--- src/rtl/core/dle_framed_packet_receiver_top_macros.svh ---
// ----------------------------------------------------------------------------
// DLE frame receiver assertion macros
// Concurrent check wrappers, removed when SYNTHESIS is defined.
// ----------------------------------------------------------------------------
`ifndef DLE_FRAMED_PACKET_RECEIVER_TOP_MACROS_SVH
`define DLE_FRAMED_PACKET_RECEIVER_TOP_MACROS_SVH

`ifndef SYNTHESIS

`define DFPR_ASSERT_IMP(label, clk, rst, ante, cons) \
  label: assert property (@(posedge clk) disable iff (rst) (ante) |-> (cons)) \
    else $error("dfpr: same-cycle check failed");

`define DFPR_ASSERT_NXT(label, clk, rst, ante, cons) \
  label: assert property (@(posedge clk) disable iff (rst) (ante) |=> (cons)) \
    else $error("dfpr: next-cycle check failed");

`else

`define DFPR_ASSERT_IMP(label, clk, rst, ante, cons)

`define DFPR_ASSERT_NXT(label, clk, rst, ante, cons)

`endif

`endif

--- src/rtl/core/dfpr_pkg.sv ---
// ----------------------------------------------------------------------------
// DLE frame receiver package
// Shared types, register indexes and constants.
// ----------------------------------------------------------------------------
package dfpr_pkg;

  localparam int unsigned CFG_IDX_W = 3;

  localparam logic [CFG_IDX_W-1:0] CFG_CHECKSUM_MODE  = 3'd0;
  localparam logic [CFG_IDX_W-1:0] CFG_GEN_POLY       = 3'd1;
  localparam logic [CFG_IDX_W-1:0] CFG_ESCAPE_CODE    = 3'd2;
  localparam logic [CFG_IDX_W-1:0] CFG_END_CODE       = 3'd3;
  localparam logic [CFG_IDX_W-1:0] CFG_ACK_CODE       = 3'd4;
  localparam logic [CFG_IDX_W-1:0] CFG_NAK_CODE       = 3'd5;
  localparam logic [CFG_IDX_W-1:0] CFG_IDLE_TIMEOUT   = 3'd6;

  localparam logic [7:0] MAX_FRAME_BYTES = 8'd128;

  typedef enum logic [2:0] {
    EV_NONE        = 3'd0,
    EV_ACK         = 3'd1,
    EV_NAK         = 3'd2,
    EV_CHECK_ERROR = 3'd3,
    EV_FRAME_OK    = 3'd4,
    EV_TIMEOUT     = 3'd5
  } frame_event_t;

  typedef struct packed {
    logic        checksum_mode;
    logic [15:0] gen_poly;
    logic [7:0]  escape_code;
    logic [7:0]  end_code;
    logic [7:0]  ack_code;
    logic [7:0]  nak_code;
    logic [15:0] idle_timeout;
  } cfg_t;

  typedef struct packed {
    logic         byte_stored;
    logic [6:0]   byte_index;
    logic [7:0]   byte_value;
    frame_event_t frame_event;
    logic [7:0]   command_byte;
    logic [7:0]   nak_error;
    logic [7:0]   length_byte;
    logic [15:0]  computed_check;
    logic [15:0]  received_check;
  } res_t;

endpackage

--- src/rtl/core/dfpr_cfg.sv ---
// ----------------------------------------------------------------------------
// DLE frame receiver configuration registers
// Holds the seven control registers written over the config channel.
// ----------------------------------------------------------------------------
module dfpr_cfg import dfpr_pkg::*; (
  input  logic                 clk,
  input  logic                 rst,
  input  logic                 wr_en,
  input  logic [CFG_IDX_W-1:0] wr_index,
  input  logic [15:0]          wr_data,
  output cfg_t                 cfg
);

  always_ff @(posedge clk) begin
    if (rst) begin
      cfg.checksum_mode  <= 1'b0;
      cfg.gen_poly       <= 16'h1021;
      cfg.escape_code    <= 8'h10;
      cfg.end_code       <= 8'h1F;
      cfg.ack_code       <= 8'h16;
      cfg.nak_code       <= 8'h19;
      cfg.idle_timeout   <= 16'd10;
    end else if (wr_en) begin
      unique case (wr_index)
        CFG_CHECKSUM_MODE:  cfg.checksum_mode  <= wr_data[0];
        CFG_GEN_POLY:       cfg.gen_poly       <= wr_data;
        CFG_ESCAPE_CODE:    cfg.escape_code    <= wr_data[7:0];
        CFG_END_CODE:       cfg.end_code       <= wr_data[7:0];
        CFG_ACK_CODE:       cfg.ack_code       <= wr_data[7:0];
        CFG_NAK_CODE:       cfg.nak_code       <= wr_data[7:0];
        CFG_IDLE_TIMEOUT:   cfg.idle_timeout   <= wr_data;
        default: ;
      endcase
    end
  end

endmodule

--- src/rtl/core/dfpr_check.sv ---
// ----------------------------------------------------------------------------
// DLE frame receiver check update
// One-byte update of the additive sum or the MSB-first CRC-16.
// ----------------------------------------------------------------------------
module dfpr_check import dfpr_pkg::*; (
  input  logic        mode,
  input  logic [15:0] poly,
  input  logic [15:0] acc,
  input  logic [7:0]  data,
  output logic [15:0] acc_next
);

  logic [15:0] crc;
  logic [15:0] feed;

  always_comb begin
    crc  = 16'h0000;
    feed = {acc[15:8] ^ data, 8'h00};
    for (int k = 0; k < 8; k++) begin
      if (crc[15] ^ feed[15]) begin
        crc = {crc[14:0], 1'b0} ^ poly;
      end else begin
        crc = {crc[14:0], 1'b0};
      end
      feed = {feed[14:0], 1'b0};
    end
    if (mode) begin
      acc_next = {acc[7:0], 8'h00} ^ crc;
    end else begin
      acc_next = acc + {8'h00, data};
    end
  end

endmodule

--- src/rtl/core/dfpr_frame.sv ---
// ----------------------------------------------------------------------------
// DLE frame receiver frame tracker
// Frame state registers and the per-transaction next-state and result logic.
// ----------------------------------------------------------------------------
module dfpr_frame import dfpr_pkg::*; (
  input  logic       clk,
  input  logic       rst,
  input  cfg_t       cfg,
  input  logic       step,
  input  logic       func,
  input  logic [7:0] rx_byte,
  output res_t       res
);

  typedef struct packed {
    logic        in_frame;
    logic        escape_seen;
    logic        end_seen;
    logic        nak_pending;
    logic [7:0]  stored_count;
    logic [1:0]  check_bytes_seen;
    logic [15:0] running_check;
    logic [7:0]  held_command;
    logic [7:0]  held_length;
    logic [7:0]  first_check_byte;
    logic [15:0] idle_counter;
  } st_t;

  st_t         st;
  st_t         st_next;
  logic        buf_full;
  logic [15:0] chk_acc;
  logic [15:0] chk_next;

  assign buf_full = (st.stored_count >= MAX_FRAME_BYTES);
  assign chk_acc  = buf_full ? 16'h0000 : st.running_check;

  dfpr_check u_check (
    .mode     (cfg.checksum_mode),
    .poly     (cfg.gen_poly),
    .acc      (chk_acc),
    .data     (rx_byte),
    .acc_next (chk_next)
  );

  always_comb begin
    logic        is_esc;
    logic        store;
    logic        sum;
    logic        complete;
    logic        is_ack;
    logic        stuffed;
    logic [15:0] recv;
    logic [7:0]  nak_err;
    st_t         cur;

    is_esc   = (rx_byte == cfg.escape_code);
    store    = 1'b0;
    sum      = 1'b0;
    complete = 1'b0;
    is_ack   = 1'b0;
    stuffed  = 1'b0;
    recv     = 16'h0000;
    nak_err  = 8'h00;
    res      = '0;
    cur      = st;
    st_next  = st;

    if (func) begin
      if (st.idle_counter != 16'd0) begin
        st_next.idle_counter = st.idle_counter - 16'd1;
        if (st.idle_counter == 16'd1) begin
          if (st.in_frame) begin
            res.frame_event    = EV_TIMEOUT;
            res.command_byte   = st.held_command;
            res.length_byte    = st.held_length;
            res.computed_check = st.running_check;
          end
          st_next = '0;
        end
      end
    end else begin
      if (buf_full) begin
        cur = '0;
        cur.idle_counter = st.idle_counter;
      end
      st_next = cur;

      if (is_esc && !cur.end_seen) begin
        if (!cur.in_frame) begin
          st_next.in_frame     = 1'b1;
          st_next.stored_count = 8'd0;
          st_next.escape_seen  = 1'b1;
        end else if (cur.escape_seen) begin
          stuffed = 1'b1;
        end else begin
          st_next.escape_seen = 1'b1;
        end
        store = 1'b1;
        sum   = 1'b1;
      end else if (rx_byte == cfg.end_code && cur.escape_seen && !cur.end_seen) begin
        store                    = 1'b1;
        sum                      = 1'b1;
        st_next.end_seen         = 1'b1;
        st_next.check_bytes_seen = 2'd0;
      end else if (cur.end_seen) begin
        store = 1'b1;
        if (cur.check_bytes_seen == 2'd0) begin
          st_next.first_check_byte = rx_byte;
          st_next.check_bytes_seen = 2'd1;
        end else begin
          recv                     = {cur.first_check_byte, rx_byte};
          st_next.check_bytes_seen = 2'd2;
          complete                 = 1'b1;
        end
      end else if (cur.nak_pending) begin
        nak_err  = rx_byte;
        store    = 1'b1;
        complete = 1'b1;
      end else if (cur.in_frame) begin
        if (cur.escape_seen && cur.stored_count == 8'd1) begin
          st_next.held_command = rx_byte;
          if (rx_byte == cfg.nak_code) begin
            st_next.nak_pending = 1'b1;
          end
          if (rx_byte == cfg.ack_code) begin
            is_ack   = 1'b1;
            complete = 1'b1;
          end
        end
        store = 1'b1;
        sum   = 1'b1;
      end

      if (!is_esc || stuffed) begin
        st_next.escape_seen = 1'b0;
      end

      if (store) begin
        res.byte_stored = 1'b1;
        res.byte_index  = st_next.stored_count[6:0];
        res.byte_value  = rx_byte;
        if (st_next.stored_count == 8'd2) begin
          st_next.held_length = rx_byte;
        end
        st_next.stored_count = st_next.stored_count + 8'd1;
      end

      if (sum) begin
        st_next.running_check = chk_next;
      end

      st_next.idle_counter = cfg.idle_timeout;

      if (complete) begin
        priority if (is_ack) begin
          res.frame_event = EV_ACK;
        end else if (st_next.nak_pending) begin
          res.frame_event = EV_NAK;
        end else if (recv != st_next.running_check) begin
          res.frame_event = EV_CHECK_ERROR;
        end else begin
          res.frame_event = EV_FRAME_OK;
        end
        res.command_byte     = st_next.held_command;
        res.nak_error        = nak_err;
        res.length_byte      = st_next.held_length;
        res.computed_check   = st_next.running_check;
        res.received_check   = recv;
        st_next              = '0;
        st_next.idle_counter = cfg.idle_timeout;
      end
    end
  end

  always_ff @(posedge clk) begin
    if (rst) begin
      st <= '0;
    end else if (step) begin
      st <= st_next;
    end
  end

endmodule

--- src/rtl/core/dle_framed_packet_receiver_top.sv ---
// ----------------------------------------------------------------------------
// DLE framed packet receiver
// Byte-stuffed frame decoder with additive or CRC-16 check and idle timeout.
// ----------------------------------------------------------------------------
// Accepts one transaction per clock while in_stall is low, either a received
// byte or a timer tick, and returns exactly one result transaction for each:
// an input register feeds the frame tracker, whose combinational update
// (including the eight unrolled CRC steps) loads the result register.
// Configuration writes are always taken (cfg_ready is tied high) and must
// only be issued while the block is idle. A result may sit stalled at the
// output while the next transaction is already held in the input register.
module dle_framed_packet_receiver_top import dfpr_pkg::*; (
  input  logic                 clk,
  input  logic                 rst,

  input  logic                 in_valid,
  output logic                 in_stall,
  input  logic                 func,
  input  logic [7:0]           rx_byte,

  output logic                 out_valid,
  input  logic                 out_stall,
  output logic                 byte_stored,
  output logic [6:0]           byte_index,
  output logic [7:0]           byte_value,
  output logic [2:0]           frame_event,
  output logic [7:0]           command_byte,
  output logic [7:0]           nak_error,
  output logic [7:0]           length_byte,
  output logic [15:0]          computed_check,
  output logic [15:0]          received_check,

  input  logic                 cfg_valid,
  output logic                 cfg_ready,
  input  logic [CFG_IDX_W-1:0] cfg_index,
  input  logic [15:0]          cfg_data
);

  `include "dle_framed_packet_receiver_top_macros.svh"

  cfg_t       cfg;
  res_t       res;
  res_t       out_q;
  logic       in_q_valid;
  logic       in_q_func;
  logic [7:0] in_q_byte;
  logic       step;

  assign cfg_ready = 1'b1;
  assign step      = in_q_valid && (!out_valid || !out_stall);
  assign in_stall  = in_q_valid && !step;

  dfpr_cfg u_cfg (
    .clk      (clk),
    .rst      (rst),
    .wr_en    (cfg_valid && cfg_ready),
    .wr_index (cfg_index),
    .wr_data  (cfg_data),
    .cfg      (cfg)
  );

  dfpr_frame u_frame (
    .clk     (clk),
    .rst     (rst),
    .cfg     (cfg),
    .step    (step),
    .func    (in_q_func),
    .rx_byte (in_q_byte),
    .res     (res)
  );

  always_ff @(posedge clk) begin
    if (rst) begin
      in_q_valid <= 1'b0;
    end else if (!in_stall) begin
      in_q_valid <= in_valid;
    end
  end

  always_ff @(posedge clk) begin
    if (in_valid && !in_stall) begin
      in_q_func <= func;
      in_q_byte <= rx_byte;
    end
  end

  always_ff @(posedge clk) begin
    if (rst) begin
      out_valid <= 1'b0;
    end else if (step) begin
      out_valid <= 1'b1;
    end else if (!out_stall) begin
      out_valid <= 1'b0;
    end
  end

  always_ff @(posedge clk) begin
    if (step) begin
      out_q <= res;
    end
  end

  assign byte_stored    = out_q.byte_stored;
  assign byte_index     = out_q.byte_index;
  assign byte_value     = out_q.byte_value;
  assign frame_event    = out_q.frame_event;
  assign command_byte   = out_q.command_byte;
  assign nak_error      = out_q.nak_error;
  assign length_byte    = out_q.length_byte;
  assign computed_check = out_q.computed_check;
  assign received_check = out_q.received_check;

  `DFPR_ASSERT_IMP(a_no_store_zero, clk, rst, out_valid && !byte_stored, byte_index == 7'd0 && byte_value == 8'd0)
  `DFPR_ASSERT_IMP(a_no_event_zero, clk, rst, out_valid && out_q.frame_event == EV_NONE, command_byte == 8'd0 && computed_check == 16'd0 && received_check == 16'd0)
  `DFPR_ASSERT_IMP(a_timeout_no_store, clk, rst, out_valid && out_q.frame_event == EV_TIMEOUT, !byte_stored)
  `DFPR_ASSERT_NXT(a_step_valid, clk, rst, step, out_valid)

endmodule

--- config.mk ---
export PLATFORM = sky130hd
export DESIGN_NAME = dle_framed_packet_receiver_top
export DESIGN_NICKNAME = d
export VERILOG_FILES = /design/src/rtl/core/dfpr_pkg.sv /design/src/rtl/core/dfpr_cfg.sv /design/src/rtl/core/dfpr_check.sv /design/src/rtl/core/dfpr_frame.sv /design/src/rtl/core/dle_framed_packet_receiver_top.sv
export VERILOG_INCLUDE_DIRS = /design/src /design/src/rtl/core
export SDC_FILE = /design/constraint.sdc
export NUM_CORES = 1
export LEC_CHECK = 0
export BUFFER_PORTS_ARGS = -buffer_cell sky130_fd_sc_hd__buf_4
export CORE_ASPECT_RATIO = 0.5
export CORE_UTILIZATION = 30
export DETAILED_ROUTE_END_ITERATION = 7
export PLACE_DENSITY = 0.49
export SLEW_MARGIN = 20
export SYNTH_ARGS = -nofsm -noshare
export SYNTH_HDL_FRONTEND = slang
export SYNTH_SLANG_ARGS = --single-unit
export TNS_END_PERCENT = 10
--- constraint.sdc ---
create_clock -name clk -period 5.67 [get_ports clk]
set_input_delay 1.4175 -clock clk [delete_from_list [all_inputs] [get_ports clk]]
set_output_delay 1.4175 -clock clk [all_outputs]
set_load 0.05 [all_outputs]
=== After elaboration in Yosys (flattened, before gate mapping) ===
Cells that the tools add are included.

* Add/sub/neg operators: 3
* Magnitude comparators: 1
* Equal/unequal tests: 17
* Multiplexer cells: 102
* Bitwise operators: 19
* Reduce and logical (&&, ||, !) cells: 30

{| class="wikitable"
|+ Operators by type and width
! operator !! number
|-
| $mux 70 || 6
|-
| $mux 16 || 18
|-
| $mux 8 || 20
|-
| $xor 16x16->16 || 8
|-
| $mux 24 || 4
|-
| $mux 59 || 1
|-
| $mux 11 || 4
|-
| $mux 1 || 39
|-
| $eq 8x8->1 || 4
|-
| $add 16x8->16 || 1
|-
| $eq 16x1->1 const B || 1
|-
| $ne 16x16->1 || 1
|-
| $reduce_and 2->1 || 8
|-
| $reduce_bool 16->1 || 1
|-
| $sub 16x1->16 const B || 1
|-
| $mux 2 || 7
|-
| $eq 3x3->1 const B || 3
|-
| $mux 3 || 3
|-
| $add 8x1->8 const B || 1
|-
| $eq 8x1->1 const B || 1
|-
| $eq 8x2->1 const B || 1
|-
| $ge 8x8->1 const B || 1
|-
| $xor 8x8->8 || 1
|-
| $logic_and 1x1->1 || 7
|-
| other kinds (12) || 30
|}

* Register bits after elaboration: 221
* Input bits: 33
* Output and inout bits: 78
* Logic and storage cells: 203

=== Longest topological paths before layout ===
* Word-level depth: 28
* Depth in mapped cells: 25
* Depth with buffers taken out: 21

=== Hierarchy ===
From an unflattened synthesis, not the netlist that was laid out.

* Cells, all modules: 1563
* Area total of the unflattened synthesis: 13889.6 um^2

{| class="wikitable"
|+ By module, submodules not included
! module !! instances !! cells an instance !! area an instance (um^2) !! seq. area each (um^2)
|-
| dfpr_frame || 1 || 713 || 5217.5 || 1401.3
|-
| dfpr_check || 1 || 510 || 3399.5 || 0.0
|-
| dfpr_cfg || 1 || 244 || 2652.5 || 1301.2
|-
| dle_framed_packet_receiver_top || 1 || 96 || 2620.0 || 2562.5
|}

=== Worst setup path after synthesis ===
Ideal clock, no wire load.

* Path kind: reg2reg
* Start point: register in_q_byte[7]
* End point: register out_q, in the netlist frame_event[0] (data pin)
* Setup time: 266 ps
* Arrival time: 4958 ps
* Data required time: 5404 ps
* Setup slack: 446 ps
* Cell stages (with the launch flop): 21
* Buffers on the path: 3
* Period minus slack after synthesis: 5224 ps
* Cell sequence: edfxtp_1 > buf_6 > xor2_2 > nor4b_1 > a211o_1 > or4_4 > a311oi_4 > nor3_2 > or4_1 > clkbuf_1 > nand4_1 > and4_1 > xor2_1 > buf_2 > nand2_1 > xnor2_1 > xor2_1 > a2111oi_1 > nand4_1 > nor4_2 > o31ai_1

{| class="wikitable"
|+ RTL lines
! element !! RTL line !! text
|-
| start: declaration || dle_framed_packet_receiver_top.sv:46 || <nowiki>logic [7:0] in_q_byte;</nowiki>
|-
| start signal: assignment || dle_framed_packet_receiver_top.sv:83 || <nowiki>in_q_byte <= rx_byte;</nowiki>
|-
| end signal: assignment || dle_framed_packet_receiver_top.sv:99 || <nowiki>out_q <= res;</nowiki>
|-
| end: declaration || dle_framed_packet_receiver_top.sv:43 || <nowiki>res_t out_q;</nowiki>
|}

==> reports/metrics.cfg <==
[timing]
unrepaired_setup_endpoints_after_global_routing=true
setup_viol=3
layout_setup_ws_ns=-0.116
timing.final.crit_period_ns=5.79
totalNegativeSetupSlack_ns=-0.305
report.final.slew_viol_count=0
max_freq_mhz=173
whs_ns=0.461
skew_ns=0.0170
final-hold-violation-count=0
tcrit_tclk_final_pct=102
slew_headroom_pct=27.4
tightest_slew_ns=1.08

[power_and_ir_drop]
max-vdd-ir-drop_mv=0.176
p_per_area_nw_per_um2=244
leakage_dissipation_nw=6.45

[logic_synthesis]
yosys_most_used_dff=sky130_fd_sc_hd__dfxtp_1
syn_avg_cell_area_um2=8.31
netlist_instances=1725
synth-warning-count=0
ys_types=99
synth_largest_type_area_fraction_pct=19.1
async_set_or_reset_flop_fraction_in_the_synthesized_netlist_pct=0
seq_area_frac_synth_pct=36.7
synth_edf_count=84
ys_ff_latch=221
syn_nets=1771
synth_area_leaders=sky130_fd_sc_hd__dfxtp_1, sky130_fd_sc_hd__edfxtp_1, sky130_fd_sc_hd__nand2_1
yosysTopAreaCell=sky130_fd_sc_hd__dfxtp_1
synthesis.area_um2=14300

[drt]
avg_vias_per_cell=5.33
route.detailed.wl_per_inst_um=20.4
routed-wl-met3_um=2600
route.met2.wl_um=22700
drt_pass1_iterations=7
route.layer.met1.wl_um=25400
top_signal_layer_used=met4
via_count=13481
drtAntennaViolNets=0
drc=1
drt_iter0_markers=1247
wl_um=51600

[clock_tree]
clock_edge_transition_at_the_registers_on_the_reported_setup_and_hold_paths_ns=0.06
cts-htree-levels=1
numCtsBuffers=24
cts_tree=done
clkLatencyLatePin_ns=0.54
clock-root-buffer=sky130_fd_sc_hd__clkbuf_16
cts-root-to-sink-buffers=3
cts.sinks=221

[cells_and_area]
layout-drive-gt1-share_pct=20.5
antenna-diode-count=0
layout.cell_area.non_filler_um2=17700
flow.area_growth_from_synthesis_pct=23.7
final_cells=2529
design.final.nets=1919
fillerInstances=4841

[global_routing]
grt_overflow_total=0
grt_antenna_before_repair=0
overall_global_routing_resource_usage_pct=20.7
grt_first_pass_wirelength_um=78300
grt_start_max_net_pins=87
grt_pass1_vias=12596

[hold_path]
hold-path-cell-count=2
hp-class=reg2reg

[placement]
dpl.hpwl_um=37000
globalplace.congestion=0.954
dpl-instance-area_um2=16300
dp.cells=2452
port-buffer-count=109

[floorplan]
die_width_um=311
die_span_in_y_um=157
floorplan.io_pins=111
die_area_um2=48700
rows=56
floorplan.initialDensity_pct=30.5
core_area_um2=47000

[outcome]
outcome=finished, violations left
violations=DRC, setup timing

[setup_path]
critical_path_class=reg2reg
worstSetupEndpointType=flop
worstSetupStartpointType=flop
crit_path_max_fanout=13
ff2ff_path_depth=22
cp.arrival_ns=6.07
worst_ep_required_time_ns=5.95

[flow_run]
max_cap_viol_count=0

[through the flow]
step | utilization, % | setup WS [ns] | power (mW)
3_5_place_dp | 34.6 | -0.235 | 2.56
2_1_floorplan | - | 0.446 | 2.28
3_3_place_gp | 34.6 | -0.200 | 2.56
6_report | 37.7 | -0.116 | 4.33
4_1_cts | 36.7 | 0.0386 | 4.31
5_1_grt | 37.7 | -0.342 | 4.50
[final timing paths]
check,from,end,slack [ns]
worst max register to register,in_q_byte[7],frame_event[2],-0.12
worst min-delay path,u_cfg.cfg[0],u_cfg.cfg[0],0.46
worst min register to register,u_cfg.cfg[0],u_cfg.cfg[0],0.46
worst max-delay path,in_q_byte[7],frame_event[2],-0.12
[registers in the layout, summed over array words and instances, names as in the netlist]
name	flops
byte_index	7
u_frame.st	70
received_check	16
computed_check	16
out_valid	1
frame_event	3
nak_error	8
command_byte	8
in_q_byte	8
byte_stored	1
u_cfg.cfg	65
byte_value	8
in_q_func	1
length_byte	8
in_q_valid	1
[worst max-delay path, stage by stage, from the launching register on]
cell and delay [ns]:
sky130_fd_sc_hd__edfxtp_1 0.43, sky130_fd_sc_hd__buf_6 0.15, sky130_fd_sc_hd__buf_12 0.14, sky130_fd_sc_hd__xor2_4 0.18, sky130_fd_sc_hd__nor4b_1 0.07, sky130_fd_sc_hd__a211o_1 0.26, sky130_fd_sc_hd__or4_4 0.50, sky130_fd_sc_hd__a311oi_4 0.38
sky130_fd_sc_hd__nor3_4 0.09, sky130_fd_sc_hd__o31a_1 0.39, sky130_fd_sc_hd__or3_4 0.46, sky130_fd_sc_hd__a211o_4 0.36, sky130_fd_sc_hd__a22oi_2 0.31, sky130_fd_sc_hd__buf_6 0.17, sky130_fd_sc_hd__nor3_2 0.04, sky130_fd_sc_hd__xnor2_1 0.27
sky130_fd_sc_hd__xnor2_2 0.17, sky130_fd_sc_hd__buf_4 0.17, sky130_fd_sc_hd__a211o_1 0.30, sky130_fd_sc_hd__a2bb2oi_1 0.26, sky130_fd_sc_hd__nor4_4 0.11, sky130_fd_sc_hd__buf_4 0.16, sky130_fd_sc_hd__a31o_1 0.17
[layout by cell type, fill, tap and decap left out, types with 8 or more instances in the layout]
master	n
sky130_fd_sc_hd__nor2b_1	30
sky130_fd_sc_hd__mux2i_1	16
sky130_fd_sc_hd__and2_1	23
sky130_fd_sc_hd__a211oi_1	13
sky130_fd_sc_hd__xnor3_1	9
sky130_fd_sc_hd__a22oi_1	57
sky130_fd_sc_hd__nand2b_1	20
sky130_fd_sc_hd__xnor2_1	97
sky130_fd_sc_hd__and3_1	33
sky130_fd_sc_hd__nor3b_1	9
sky130_fd_sc_hd__a211o_1	9
sky130_fd_sc_hd__nor2_1	144
sky130_fd_sc_hd__nand4_1	15
sky130_fd_sc_hd__dfxtp_1	133
sky130_fd_sc_hd__buf_4	242
sky130_fd_sc_hd__ha_1	12
sky130_fd_sc_hd__a21oi_1	108
sky130_fd_sc_hd__edfxtp_1	84
sky130_fd_sc_hd__or3_1	8
sky130_fd_sc_hd__nand2_1	271
sky130_fd_sc_hd__o22ai_1	10
sky130_fd_sc_hd__o21ai_0	74
sky130_fd_sc_hd__nor3_1	34
sky130_fd_sc_hd__nand3b_1	15
sky130_fd_sc_hd__inv_1	42
sky130_fd_sc_hd__a21o_1	10
sky130_fd_sc_hd__o21a_1	11
sky130_fd_sc_hd__xor2_1	20
sky130_fd_sc_hd__nand3_1	36
sky130_fd_sc_hd__a31oi_1	9
sky130_fd_sc_hd__o211ai_1	13
sky130_fd_sc_hd__a32oi_1	12
sky130_fd_sc_hd__clkbuf_16	24
sky130_fd_sc_hd__a22o_1	38
[report_power, final]
group | leakage (nW) | internal [mW] | switching [mW] | total [mW]
logic | 4.15 | 0.336 | 0.520 | 0.856
clock network | 0.410 | 1.06 | 0.676 | 1.74
registers | 1.90 | 1.69 | 0.0440 | 1.74
[cells by family after synthesis]
group                    after synthesis  share of synthesized area [%]
AND/OR/NAND/NOR                      705                           23.9
AO/OA/AOI/OAI                        457                           22.3
flip-flops                           221                           36.7
buffers and inverters                171                           4.68
XOR/XNOR                             135                           9.56
multiplexers                          22                           1.59
adder cells (fa/ha/maj)               13                           1.19
other                                  1                         0.0262
[repair_timing]
| action | in CTS | in global routing |
|---|---|---|
| gates cloned | 0 | 2 |
| hold buffers | 0 | 0 |
| endpoints found under the setup margin | 3 | 4 |
| resized for setup | 17 | 50 |
| buffers inserted | 5 | 26 |
| pin swaps | 6 | 30 |
[synthesized netlist by cell type, types with 13 or more instances]
cell,n
sky130_fd_sc_hd__a22oi_1,58
sky130_fd_sc_hd__nand4_1,15
sky130_fd_sc_hd__nor3_1,39
sky130_fd_sc_hd__a21oi_1,113
sky130_fd_sc_hd__nor2_1,147
sky130_fd_sc_hd__nand2_1,271
sky130_fd_sc_hd__clkbuf_1,104
sky130_fd_sc_hd__nor2b_1,32
sky130_fd_sc_hd__and3_1,37
sky130_fd_sc_hd__nand3_1,37
sky130_fd_sc_hd__and2_1,23
sky130_fd_sc_hd__nand2b_1,21
sky130_fd_sc_hd__nand3b_1,15
sky130_fd_sc_hd__edfxtp_1,84
sky130_fd_sc_hd__o211ai_1,13
sky130_fd_sc_hd__a211oi_1,13
sky130_fd_sc_hd__a22o_1,38
sky130_fd_sc_hd__inv_1,43
sky130_fd_sc_hd__mux2i_1,16
sky130_fd_sc_hd__dfxtp_1,137
sky130_fd_sc_hd__xnor2_1,99
sky130_fd_sc_hd__o21ai_0,75
sky130_fd_sc_hd__xor2_1,21
[cell type report]
| cell class | count | area [µm²] | area share [%] |
|---|---|---|---|
| multi-input cells | 1335 | 8730 | 49.3 |
| flip-flops and latches | 221 | 5270 | 29.7 |
| clock buffers | 31 | 667 | 3.76 |
| well taps | 638 | 798 | 4.50 |
| inverters | 44 | 165 | 0.932 |
| clock inverters | 13 | 206 | 1.16 |
| repair buffers | 247 | 1880 | 10.6 |
[routing by layer]
| metal | up-vias | global-route usage (%) |
|---|---|---|
| met3 | 50 | 2.68 |
| met4 | 0 | 4.27 |
| li1 | 6515 | - |
| met1 | 6558 | 30.2 |
| met5 | - | 0 |
| met2 | 358 | 32.4 |
Power figures use the tool's default switching activity.
